[src/div128_pkg.sv]
package div128_pkg;

  // Word width of every operand and result.
  localparam int unsigned WordW = 64;
  // Width of the step counter: one step per quotient bit.
  localparam int unsigned CntW  = $clog2(WordW);

  typedef logic [WordW-1:0] word_t;

  // Quotient and remainder reported when the quotient does not fit.
  localparam word_t AllOnes = {WordW{1'b1}};

  // State carried from one restoring step to the next.
  typedef struct packed {
    word_t rem;    // partial remainder
    word_t shift;  // unconsumed dividend bits, quotient bits shifted in below
  } div128_step_t;

endpackage

[src/div128_if.sv]
// Input channel: one division request per transaction.
interface div128_in_if;
  import div128_pkg::*;

  logic  valid;
  logic  ready;
  word_t dividend_high;
  word_t dividend_low;
  word_t divisor;

  modport source (output valid, output dividend_high, output dividend_low,
                  output divisor, input ready);
  modport sink   (input valid, input dividend_high, input dividend_low,
                  input divisor, output ready);
endinterface

// Output channel: one quotient, remainder and overflow flag per transaction.
interface div128_out_if;
  import div128_pkg::*;

  logic  valid;
  logic  ready;
  word_t quotient;
  word_t remainder;
  logic  overflow;

  modport source (output valid, output quotient, output remainder,
                  output overflow, input ready);
  modport sink   (input valid, input quotient, input remainder,
                  input overflow, output ready);
endinterface

[src/div128_step.sv]
// One radix-2 restoring division step: shift one dividend bit into the
// partial remainder, subtract the divisor when it fits, and record the
// quotient bit in the freed low end of the shift register.
module div128_step (
  input  div128_pkg::div128_step_t cur_i,
  input  div128_pkg::word_t        divisor_i,
  output div128_pkg::div128_step_t nxt_o
);
  import div128_pkg::*;

  logic  carry;
  word_t shifted;
  logic  take;

  // The true partial remainder is the 65-bit value {carry, shifted}, which
  // stays below twice the divisor, so one compare and subtract suffices.
  always_comb begin
    carry     = cur_i.rem[WordW-1];
    shifted   = {cur_i.rem[WordW-2:0], cur_i.shift[WordW-1]};
    take      = carry | (shifted >= divisor_i);
    nxt_o.rem = take ? (shifted - divisor_i) : shifted;
    nxt_o.shift = {cur_i.shift[WordW-2:0], take};
  end

endmodule

[src/div128_top_unused_placeholder.sv]
// Result register stage: holds a finished result until the output channel
// takes it, so the sequencer can start the next division meanwhile.
module div128_outreg (
  input  logic                       clk_i,
  input  logic                       rst_ni,
  input  logic                       load_i,
  input  div128_pkg::word_t          quotient_i,
  input  div128_pkg::word_t          remainder_i,
  input  logic                       overflow_i,
  output logic                       full_o,
  div128_out_if.source               out_o
);
  import div128_pkg::*;

  logic  valid_q;
  word_t quo_q;
  word_t rem_q;
  logic  ovf_q;

  // A slot is free when empty or when its transaction completes this cycle.
  assign full_o = valid_q & ~out_o.ready;

  // Valid flag under reset.
  always_ff @(posedge clk_i or negedge rst_ni) begin
    if (!rst_ni) begin
      valid_q <= 1'b0;
    end else if (load_i) begin
      valid_q <= 1'b1;
    end else if (out_o.ready) begin
      valid_q <= 1'b0;
    end
  end

  // Payload needs no reset.
  always_ff @(posedge clk_i) begin
    if (load_i) begin
      quo_q <= quotient_i;
      rem_q <= remainder_i;
      ovf_q <= overflow_i;
    end
  end

  assign out_o.valid     = valid_q;
  assign out_o.quotient  = quo_q;
  assign out_o.remainder = rem_q;
  assign out_o.overflow  = ovf_q;

endmodule

[src/divide_128_by_64_unsigned_unit.sv]
// Channel | Dir | Fields
// in_i    | in  | dividend_high[63:0], dividend_low[63:0], divisor[63:0]
// out_o   | out | quotient[63:0], remainder[63:0], overflow
//
// A division runs in order: the accept edge captures the operands, 64 restoring
// steps of the shared compare-subtract unit follow, and then the result register
// is loaded, which raises out_o.valid. Overflow (high half >= divisor, zero
// divisor too) skips the steps and goes straight to the finish state. in_i.ready
// is high only while idle, and a result waits in the output register while the
// next division runs; a finished division holds until that register is free.
// Reset clears the sequencer and output valid.
module divide_128_by_64_unsigned_unit (
  input  logic         clk_i,
  input  logic         rst_ni,
  div128_in_if.sink    in_i,
  div128_out_if.source out_o
);
  import div128_pkg::*;

  typedef enum logic [1:0] {
    StIdle,
    StRun,
    StFinish
  } state_e;

  state_e          state_q, state_d;
  logic [CntW-1:0] cnt_q, cnt_d;
  div128_step_t    work_q, work_d;
  div128_step_t    step_nxt;
  word_t           div_q, div_d;
  logic            ovf_q, ovf_d;
  logic            out_full;
  logic            load;
  logic            accept;

  // Shared restoring step unit.
  div128_step u_step (
    .cur_i     (work_q),
    .divisor_i (div_q),
    .nxt_o     (step_nxt)
  );

  // Output register stage.
  div128_outreg u_outreg (
    .clk_i       (clk_i),
    .rst_ni      (rst_ni),
    .load_i      (load),
    .quotient_i  (ovf_q ? AllOnes : work_q.shift),
    .remainder_i (ovf_q ? AllOnes : work_q.rem),
    .overflow_i  (ovf_q),
    .full_o      (out_full),
    .out_o       (out_o)
  );

  assign in_i.ready = (state_q == StIdle);
  assign accept     = in_i.valid & in_i.ready;
  assign load       = (state_q == StFinish) & ~out_full;

  // Sequencer and datapath next-state logic.
  always_comb begin
    state_d = state_q;
    cnt_d   = cnt_q;
    work_d  = work_q;
    div_d   = div_q;
    ovf_d   = ovf_q;
    unique case (state_q)
      StIdle: begin
        if (accept) begin
          work_d.rem   = in_i.dividend_high;
          work_d.shift = in_i.dividend_low;
          div_d        = in_i.divisor;
          ovf_d        = (in_i.dividend_high >= in_i.divisor);
          cnt_d        = '1;
          state_d      = (in_i.dividend_high >= in_i.divisor) ? StFinish : StRun;
        end
      end
      StRun: begin
        work_d = step_nxt;
        cnt_d  = cnt_q - 1'b1;
        if (cnt_q == '0) begin
          state_d = StFinish;
        end
      end
      StFinish: begin
        if (!out_full) begin
          state_d = StIdle;
        end
      end
      default: begin
        state_d = StIdle;
      end
    endcase
  end

  // Control state under reset.
  always_ff @(posedge clk_i or negedge rst_ni) begin
    if (!rst_ni) begin
      state_q <= StIdle;
      cnt_q   <= '0;
    end else begin
      state_q <= state_d;
      cnt_q   <= cnt_d;
    end
  end

  // Working registers need no reset.
  always_ff @(posedge clk_i) begin
    work_q <= work_d;
    div_q  <= div_d;
    ovf_q  <= ovf_d;
  end

endmodule
[src/flat_wrapper.sv]
// flat-port wrapper written by rule: the top's interface ports become plain ports
module divide_128_by_64_unsigned_unit_flat import div128_pkg::*;
  (clk_i, rst_ni, in_i_valid, in_i_dividend_high, in_i_dividend_low, in_i_divisor, in_i_ready, out_o_valid, out_o_quotient, out_o_remainder, out_o_overflow, out_o_ready);
  div128_in_if in_i_i ();
  div128_out_if out_o_i ();
  input  logic clk_i;
  input  logic rst_ni;
  input wire logic [$bits(in_i_i.valid)-1:0] in_i_valid;
  input wire logic [$bits(in_i_i.dividend_high)-1:0] in_i_dividend_high;
  input wire logic [$bits(in_i_i.dividend_low)-1:0] in_i_dividend_low;
  input wire logic [$bits(in_i_i.divisor)-1:0] in_i_divisor;
  output wire logic [$bits(in_i_i.ready)-1:0] in_i_ready;
  output wire logic [$bits(out_o_i.valid)-1:0] out_o_valid;
  output wire logic [$bits(out_o_i.quotient)-1:0] out_o_quotient;
  output wire logic [$bits(out_o_i.remainder)-1:0] out_o_remainder;
  output wire logic [$bits(out_o_i.overflow)-1:0] out_o_overflow;
  input wire logic [$bits(out_o_i.ready)-1:0] out_o_ready;
  assign in_i_i.valid = in_i_valid;
  assign in_i_i.dividend_high = in_i_dividend_high;
  assign in_i_i.dividend_low = in_i_dividend_low;
  assign in_i_i.divisor = in_i_divisor;
  assign in_i_ready = in_i_i.ready;
  assign out_o_valid = out_o_i.valid;
  assign out_o_quotient = out_o_i.quotient;
  assign out_o_remainder = out_o_i.remainder;
  assign out_o_overflow = out_o_i.overflow;
  assign out_o_i.ready = out_o_ready;
  divide_128_by_64_unsigned_unit u_core (.clk_i(clk_i), .rst_ni(rst_ni), .in_i(in_i_i), .out_o(out_o_i));
endmodule
[config.mk]
export PLATFORM = sky130hd
export DESIGN_NAME = divide_128_by_64_unsigned_unit_flat
export DESIGN_NICKNAME = d
export VERILOG_FILES = /design/src/div128_pkg.sv /design/src/div128_if.sv /design/src/div128_step.sv /design/src/div128_top_unused_placeholder.sv /design/src/divide_128_by_64_unsigned_unit.sv /design/src/flat_wrapper.sv
export SDC_FILE = /design/constraint.sdc
export NUM_CORES = 1
export LEC_CHECK = 0
export BUFFER_PORTS_ARGS = -buffer_cell sky130_fd_sc_hd__buf_2
export CAP_MARGIN = 20
export CORE_MARGIN = 2
export CORE_UTILIZATION = 55
export DETAILED_ROUTE_END_ITERATION = 6
export PLACE_DENSITY = 0.83
export SKIP_CTS_REPAIR_TIMING = 1
export SLEW_MARGIN = 20
export SYNTH_ARGS = -nofsm -noshare
export SYNTH_HDL_FRONTEND = slang
export SYNTH_HIERARCHICAL = 1
export SYNTH_SLANG_ARGS = --single-unit
[constraint.sdc]
create_clock -name clk_i -period 12.6 [get_ports clk_i]
set_input_delay 0.63 -clock clk_i [delete_from_list [all_inputs] [get_ports clk_i]]
set_output_delay 0.63 -clock clk_i [all_outputs]
set_load 0.01 [all_outputs]
=== Word level (Yosys, flattened, before mapping) ===
Cells that the tools add are included.

* Register bits: 331
* Bits of input ports: 196
* Word-level logic and storage cells: 44
* Output and inout bits: 131

* Muxes and demuxes: 12
* Reductions and logical operators: 7
* Order comparisons: 2
* Eq/ne operators: 5
* Add/subtract/negate cells: 2
* Bitwise logic cells: 6

{| class="wikitable"
|+ Operators with widths
! cell !! number
|-
| 128-bit one-hot mux with 2 select lines || 1
|-
| 64-bit greater-or-equal comparator || 2
|-
| 128-bit two-way mux || 1
|-
| 64-bit two-way mux || 1
|-
| 64-bit subtractor || 1
|-
| 6-bit one-hot mux with 2 select lines || 1
|-
| 2-bit two-way mux || 4
|-
| 6-bit logical NOT || 1
|-
| 6-bit two-way mux || 1
|-
| 2-bit one-hot mux with 3 select lines || 1
|-
| 6-bit by 1-bit subtractor with 6-bit output, second input constant || 1
|-
| 2-bit inequality test, second input constant || 2
|-
| 2-bit AND reduction || 2
|-
| 2-bit nonzero test || 2
|-
| 1-bit AND || 3
|-
| 3-bit AND reduction || 1
|-
| 2-bit by 1-bit equality test with 1-bit output, second input constant || 1
|-
| 2-bit equality test, second input constant || 1
|-
| 2-bit logical NOT || 1
|-
| 1-bit two-way mux || 2
|-
| 2-bit by 1-bit inequality test with 1-bit output, second input constant || 1
|-
| 1-bit NOT || 2
|-
| 1-bit OR || 1
|}

=== Logic depth before layout (Yosys ltp) ===
* Depth in word-level cells: 5
* Gate-level depth with buffers: 17
* Gate-level depth less buffers: 15

=== By module ===
The synthesis kept the hierarchy.

{| class="wikitable"
|+ By module, submodules not included
! module !! sequential area each (um^2) !! cells each !! area an instance (um^2) !! instances
|-
| divide_128_by_64_unsigned_unit || 5995.8 || 1020 || 10258.6 || 1
|-
| div128_step || 0.0 || 905 || 5596.6 || 1
|-
| div128_outreg || 3898.7 || 132 || 3918.8 || 1
|}

=== Worst setup path after synthesis ===
No wires, ideal clock.

* Kind: input to register
* From: input out_o_ready
* To: register u_core.u_outreg.ovf_q (netlist: u_core/u_outreg/out_o.overflow), enable pin
* Setup slack: 1.775 ns
* Required time: 11.796 ns
* Buffers on the path: 0
* Arrival time: 10.021 ns
* Cell stages on the path: 2
* Setup time: 0.804 ns
* Cell sequence: nor2b_4 > nor3b_1

* Longest elaborated chain between the ends: 4

{| class="wikitable"
|+ Ends and longest elaborated chain
! item !! RTL line !! source
|-
| start, declared || flat_wrapper.sv:17 || <nowiki>input wire logic [$bits(out_o_i.ready)-1:0] out_o_ready;</nowiki>
|-
| 1-bit NOT || div128_top_unused_placeholder.sv:21 || <nowiki>assign full_o = valid_q & ~out_o.ready;</nowiki>
|-
| 1-bit AND || div128_top_unused_placeholder.sv:21 ||
|-
| 1-bit NOT || divide_128_by_64_unsigned_unit.sv:57 || <nowiki>assign load = (state_q == StFinish) & ~out_full;</nowiki>
|-
| 1-bit AND || divide_128_by_64_unsigned_unit.sv:57 ||
|-
| named net u_core.load || divide_128_by_64_unsigned_unit.sv:33 || <nowiki>logic load;</nowiki>
|-
| end signal, assigned || div128_top_unused_placeholder.sv:39 || <nowiki>ovf_q <= overflow_i;</nowiki>
|-
| end, declared || div128_top_unused_placeholder.sv:18 || <nowiki>logic ovf_q;</nowiki>
|}

The timed path passes the listed nets, and every way through them passes these cells.
A chain may end at the register's enable or synchronous reset.

==> summary.txt <==
Routing
  • Total wire length after detailed routing: roughly 51 mm
  • DRT Pass-1 Iters: 6
  • Routed WL per cell: 18.4 um
  • Antenna viol nets, final: 0
  • # DRC: 0
  • Via/cell ratio: about 5.6
  • Drt first-iter violations: between 1000 and 1500
  • Vias post-DR: roughly 16000

Timing
  • Min setup slack post-route: 8.50 ns
  • Final critical-path required period: around 4.1 ns
  • Total Neg Setup Slack: 0 ns
  • Achievable Freq: ~240 MHz
  • Final Max Tran Viols: 0
  • Final clock period utilization by the worst path: roughly 33%
  • Count of endpoints failing hold in the final timing report: 0
  • Max transition margin: between 30% and 40%
  • Maximum clock skew at final layout: approximately 0.022 ns
  • Transition time at the pin with the least slew margin: 1.02 ns
  • Setup repair after global routing missed its margin: false
  • Final setup violation count: 0

GRT
  • First-pass GRT wire length: about 80 mm
  • Total grt overflow: 0
  • Number of antenna violations at the first check in global routing: 0
  • Overall fraction of global-route tracks in use: approximately a quarter
  • Via count of the first global-routing pass: ~15000
  • Pin count of the biggest net entering global routing: 87

Power
  • Comb power frac: around 50%
  • IR Drop Worst-Case VDD: just under 200 uV
  • Overall power after layout: roughly 6.1 mW
  • Sequential cell fraction of total power: ~32%
  • Internal power: 3.51 mW
  • Power dissipated by switching net loads: approximately 2.6 mW
  • Fraction of power consumed by the clock network: 17.5%
  • Switching fraction of total power: a little over two fifths
  • Total power divided by cell area: roughly 270 nW/um^2
  • Standby leakage power: a little over 10 nW

Synth
  • Synth Warn #: 6
  • Most used flip-flop cell after synthesis: sky130_fd_sc_hd__edfxtp_1
  • Mapped Nets: around 2400
  • Gate count after technology mapping: slightly above 2000
  • Post-synth EDFFs: approximately 320
  • Mapped Avg Cell Area: around 9.6 sq um
  • Number of storage elements in the synthesis netlist: about 330
  • Async SR Flop Fraction: around 2.7%
  • Post-synthesis sequential area ratio: roughly half
  • Synth Cell Area: ~20000 sq um
  • Post-synthesis cell type count: 84

Clocking
  • CTS H-Tree Depth: 2
  • Clock insertion delay at the later pin of the skew report: approximately 0.54 ns
  • CTS tree: done
  • TritonCTS Buffers: 36
  • Worst-path clk slew: ~0.060 ns
  • Number of buffers on the longest clock path: 3
  • Clock root cell: sky130_fd_sc_hd__clkbuf_16
  • Count of clock tree sinks: around 330

Critical path
  • Max FO, Critical Path: 6
  • Logic depth of the worst register-to-register path: 14
  • Endpoint class of the critical path: flip-flop
  • Data arrival at the endpoint of the critical path: 4.39 ns
  • Startpoint of the worst register-to-register path: u_core/work_q[63]
  • WP data required: approximately 13 ns
  • Kind of start point of the critical path: flip-flop
  • Critical setup path kind: reg -> reg
  • Worst reg2reg setup slack: 8.50 ns
  • Capturing point of the worst reg2reg path: u_core/work_q[122]

Worst hold path
  • Hold-critical path depth: 1
  • Worst min-delay path category: in -> reg
  • Startpoint of the worst hold path: in_i_divisor[32]
  • Hold-critical path endpoint: u_core/div_q[32]

Floorplan
  • Site row count: 69
  • Starting density of the core: about 56%
  • Width of the die: around 190 um
  • Count of boundary I/O pins: 327
  • Die Footprint: about 37000 sq um
  • Placeable core region: 35500 sq um
  • Die outline height: around 190 um

Placement
  • Pre-CTS WS: 8.51 ns
  • Post-DP HPWL: between 30 and 40 mm
  • Number of input and output port buffers inserted: approximately 330
  • Weighted congestion at the end of routability-driven global placement: about 0.95
  • Standard cell area after detailed placement: 21300 sq um

Job
  • Count of maximum capacitance violations: 0

Cells and area
  • Fillers: between 2000 and 3000
  • Area growth syn-to-layout: 13.6%
  • Top library cells by usage in the layout, fill and taps aside: 514 x sky130_fd_sc_hd__nand2_1, 326 x sky130_fd_sc_hd__buf_2, 322 x sky130_fd_sc_hd__edfxtp_1
  • Share of cells above drive strength 1: approximately a quarter
  • Most frequent standard cell in the layout excluding fill and tap cells: sky130_fd_sc_hd__nand2_1
  • Design Area, Final: approximately 22000 sq um
  • Final-stage net count: 2611

Run status
  • Result of the run: finished, final reports clean
## worst max-delay path, cell delays in order, from the launching register on
cell and delay (ns):
sky130_fd_sc_hd__edfxtp_1 0.44, sky130_fd_sc_hd__inv_1 0.07, sky130_fd_sc_hd__ha_1 0.22, sky130_fd_sc_hd__fa_1 0.39, sky130_fd_sc_hd__nand2b_1 0.18, sky130_fd_sc_hd__a21oi_1 0.18, sky130_fd_sc_hd__nor2_1 0.12, sky130_fd_sc_hd__o221ai_1 0.34
sky130_fd_sc_hd__o21ai_1 0.24, sky130_fd_sc_hd__a21oi_1 0.55, sky130_fd_sc_hd__o2111ai_1 0.47, sky130_fd_sc_hd__o21a_1 0.32, sky130_fd_sc_hd__o221a_2 0.24, sky130_fd_sc_hd__nand2_1 0.05, sky130_fd_sc_hd__nand2_1 0.05
## cells in the mapped netlist, types with 3 or more instances
cell / instances / area share, %
sky130_fd_sc_hd__xnor2_1: 28 / 1.2
sky130_fd_sc_hd__nand2_1: 515 / 9.8
sky130_fd_sc_hd__nor3_1: 26 / 0.66
sky130_fd_sc_hd__or3_1: 4 / 0.13
sky130_fd_sc_hd__inv_1: 167 / 3.2
sky130_fd_sc_hd__or2_2: 129 / 4.1
sky130_fd_sc_hd__buf_1: 14 / 0.27
sky130_fd_sc_hd__a31oi_1: 13 / 0.41
sky130_fd_sc_hd__o21bai_1: 18 / 0.68
sky130_fd_sc_hd__a211oi_1: 11 / 0.42
sky130_fd_sc_hd__a21oi_1: 109 / 2.8
sky130_fd_sc_hd__o21ai_1: 10 / 0.25
sky130_fd_sc_hd__edfxtp_1: 322 / 49
sky130_fd_sc_hd__o31ai_1: 10 / 0.38
sky130_fd_sc_hd__a221oi_1: 5 / 0.22
sky130_fd_sc_hd__buf_2: 20 / 0.51
sky130_fd_sc_hd__nand3_1: 18 / 0.46
sky130_fd_sc_hd__nand2b_1: 4 / 0.13
sky130_fd_sc_hd__and2_1: 4 / 0.13
sky130_fd_sc_hd__nor4_1: 6 / 0.19
sky130_fd_sc_hd__o221a_2: 3 / 0.17
sky130_fd_sc_hd__and4_1: 4 / 0.18
sky130_fd_sc_hd__clkbuf_1: 50 / 0.95
sky130_fd_sc_hd__xor2_1: 25 / 1.1
sky130_fd_sc_hd__and3_1: 3 / 0.095
sky130_fd_sc_hd__o31a_1: 3 / 0.13
sky130_fd_sc_hd__o21a_1: 12 / 0.46
sky130_fd_sc_hd__o221ai_1: 3 / 0.13
sky130_fd_sc_hd__o2111ai_1: 7 / 0.31
sky130_fd_sc_hd__a21boi_1: 3 / 0.11
sky130_fd_sc_hd__nor2b_1: 4 / 0.13
sky130_fd_sc_hd__a21o_1: 44 / 1.7
sky130_fd_sc_hd__o211ai_1: 7 / 0.27
sky130_fd_sc_hd__ha_1: 130 / 8.2
sky130_fd_sc_hd__o21ai_0: 81 / 2.1
sky130_fd_sc_hd__a21boi_0: 6 / 0.23
sky130_fd_sc_hd__dfrtp_1: 9 / 1.1
sky130_fd_sc_hd__nor2_1: 69 / 1.3
sky130_fd_sc_hd__buf_4: 64 / 2.4
sky130_fd_sc_hd__nand4_1: 40 / 1.3
sky130_fd_sc_hd__o311ai_0: 3 / 0.13
## kinds of logic after synthesis
logic type | Yosys count | share of synthesized area [%]
DFF | 331 | 50.0
buffers and inverters | 317 | 7.40
adders and majority gates | 131 | 8.33
xor gates and xnor gates | 53 | 2.35
and+or+nand+nor | 851 | 19.7
AOI/OAI and AO/OA | 371 | 12.0
muxes | 3 | 0.165
## layer usage
layer  vias up  wire (um)  global-route usage, %
li1       7499          -                      -
met1      7379      21500                   35.0
met2       670      24500                   44.9
met3       109       3740                   4.94
met4         0       1430                   8.17
met5         -          0                      0
## through the flow
stage	std cells	util, %	hold WS [ns]
5_1_grt	2771	63.3	0.268
3_3_place_gp	2705	59.9	0.491
2_1_floorplan	2057	-	0.334
3_5_place_dp	2705	59.9	0.500
6_report	2774	63.3	0.281
4_1_cts	2769	63.2	-0.0646
## registers in the layout, summed over array words and instances (netlist names)
| signal | flops |
|---|---|
| u_core/work_q | 128 |
| u_core/u_outreg/out_o.valid | 1 |
| u_core/u_outreg/out_o.remainder | 64 |
| u_core/cnt_q | 6 |
| u_core/u_outreg/out_o.quotient | 64 |
| u_core/div_q | 64 |
| u_core/u_outreg/out_o.overflow | 1 |
| u_core/ovf_q | 1 |
| u_core/state_q | 2 |
## power groups by stage
stage / logic [mW] / registers [mW] / clock network [mW]
6_report: 3.07 / 1.99 / 1.07
5_1_grt: 3.41 / 2.02 / 1.13
4_1_cts: 3.04 / 1.99 / 1.09
3_5_place_dp: 3.01 / 2.01 / 0
3_3_place_gp: 2.95 / 1.99 / 0
2_1_floorplan: 2.38 / 2.04 / 0
## worst max path at each step
stage                           start                        endpoint  depth (start not counted)
floorplan                 out_o_ready  u_core/u_outreg/out_o.overflow                          2
global placement    u_core/work_q[63]              u_core/work_q[122]                         14
detailed placement  u_core/work_q[63]              u_core/work_q[127]                         15
CTS                 u_core/work_q[63]              u_core/work_q[127]                         15
global route        u_core/work_q[63]               u_core/work_q[87]                         14
finish              u_core/work_q[63]              u_core/work_q[122]                         14
## layout make-up
class / count / area, sq um / share of cell area, %
sequential: 331 / 9890 / 44.0
multi-input combinational: 1409 / 8440 / 37.6
timing repair buffer: 338 / 1730 / 7.71
clock buffer: 47 / 962 / 4.28
inverter: 168 / 631 / 2.81
tap: 461 / 577 / 2.57
clock inverter: 17 / 221 / 0.986
antenna: 3 / 7.51 / 0.0334
Power figures use the tool's default switching activity.
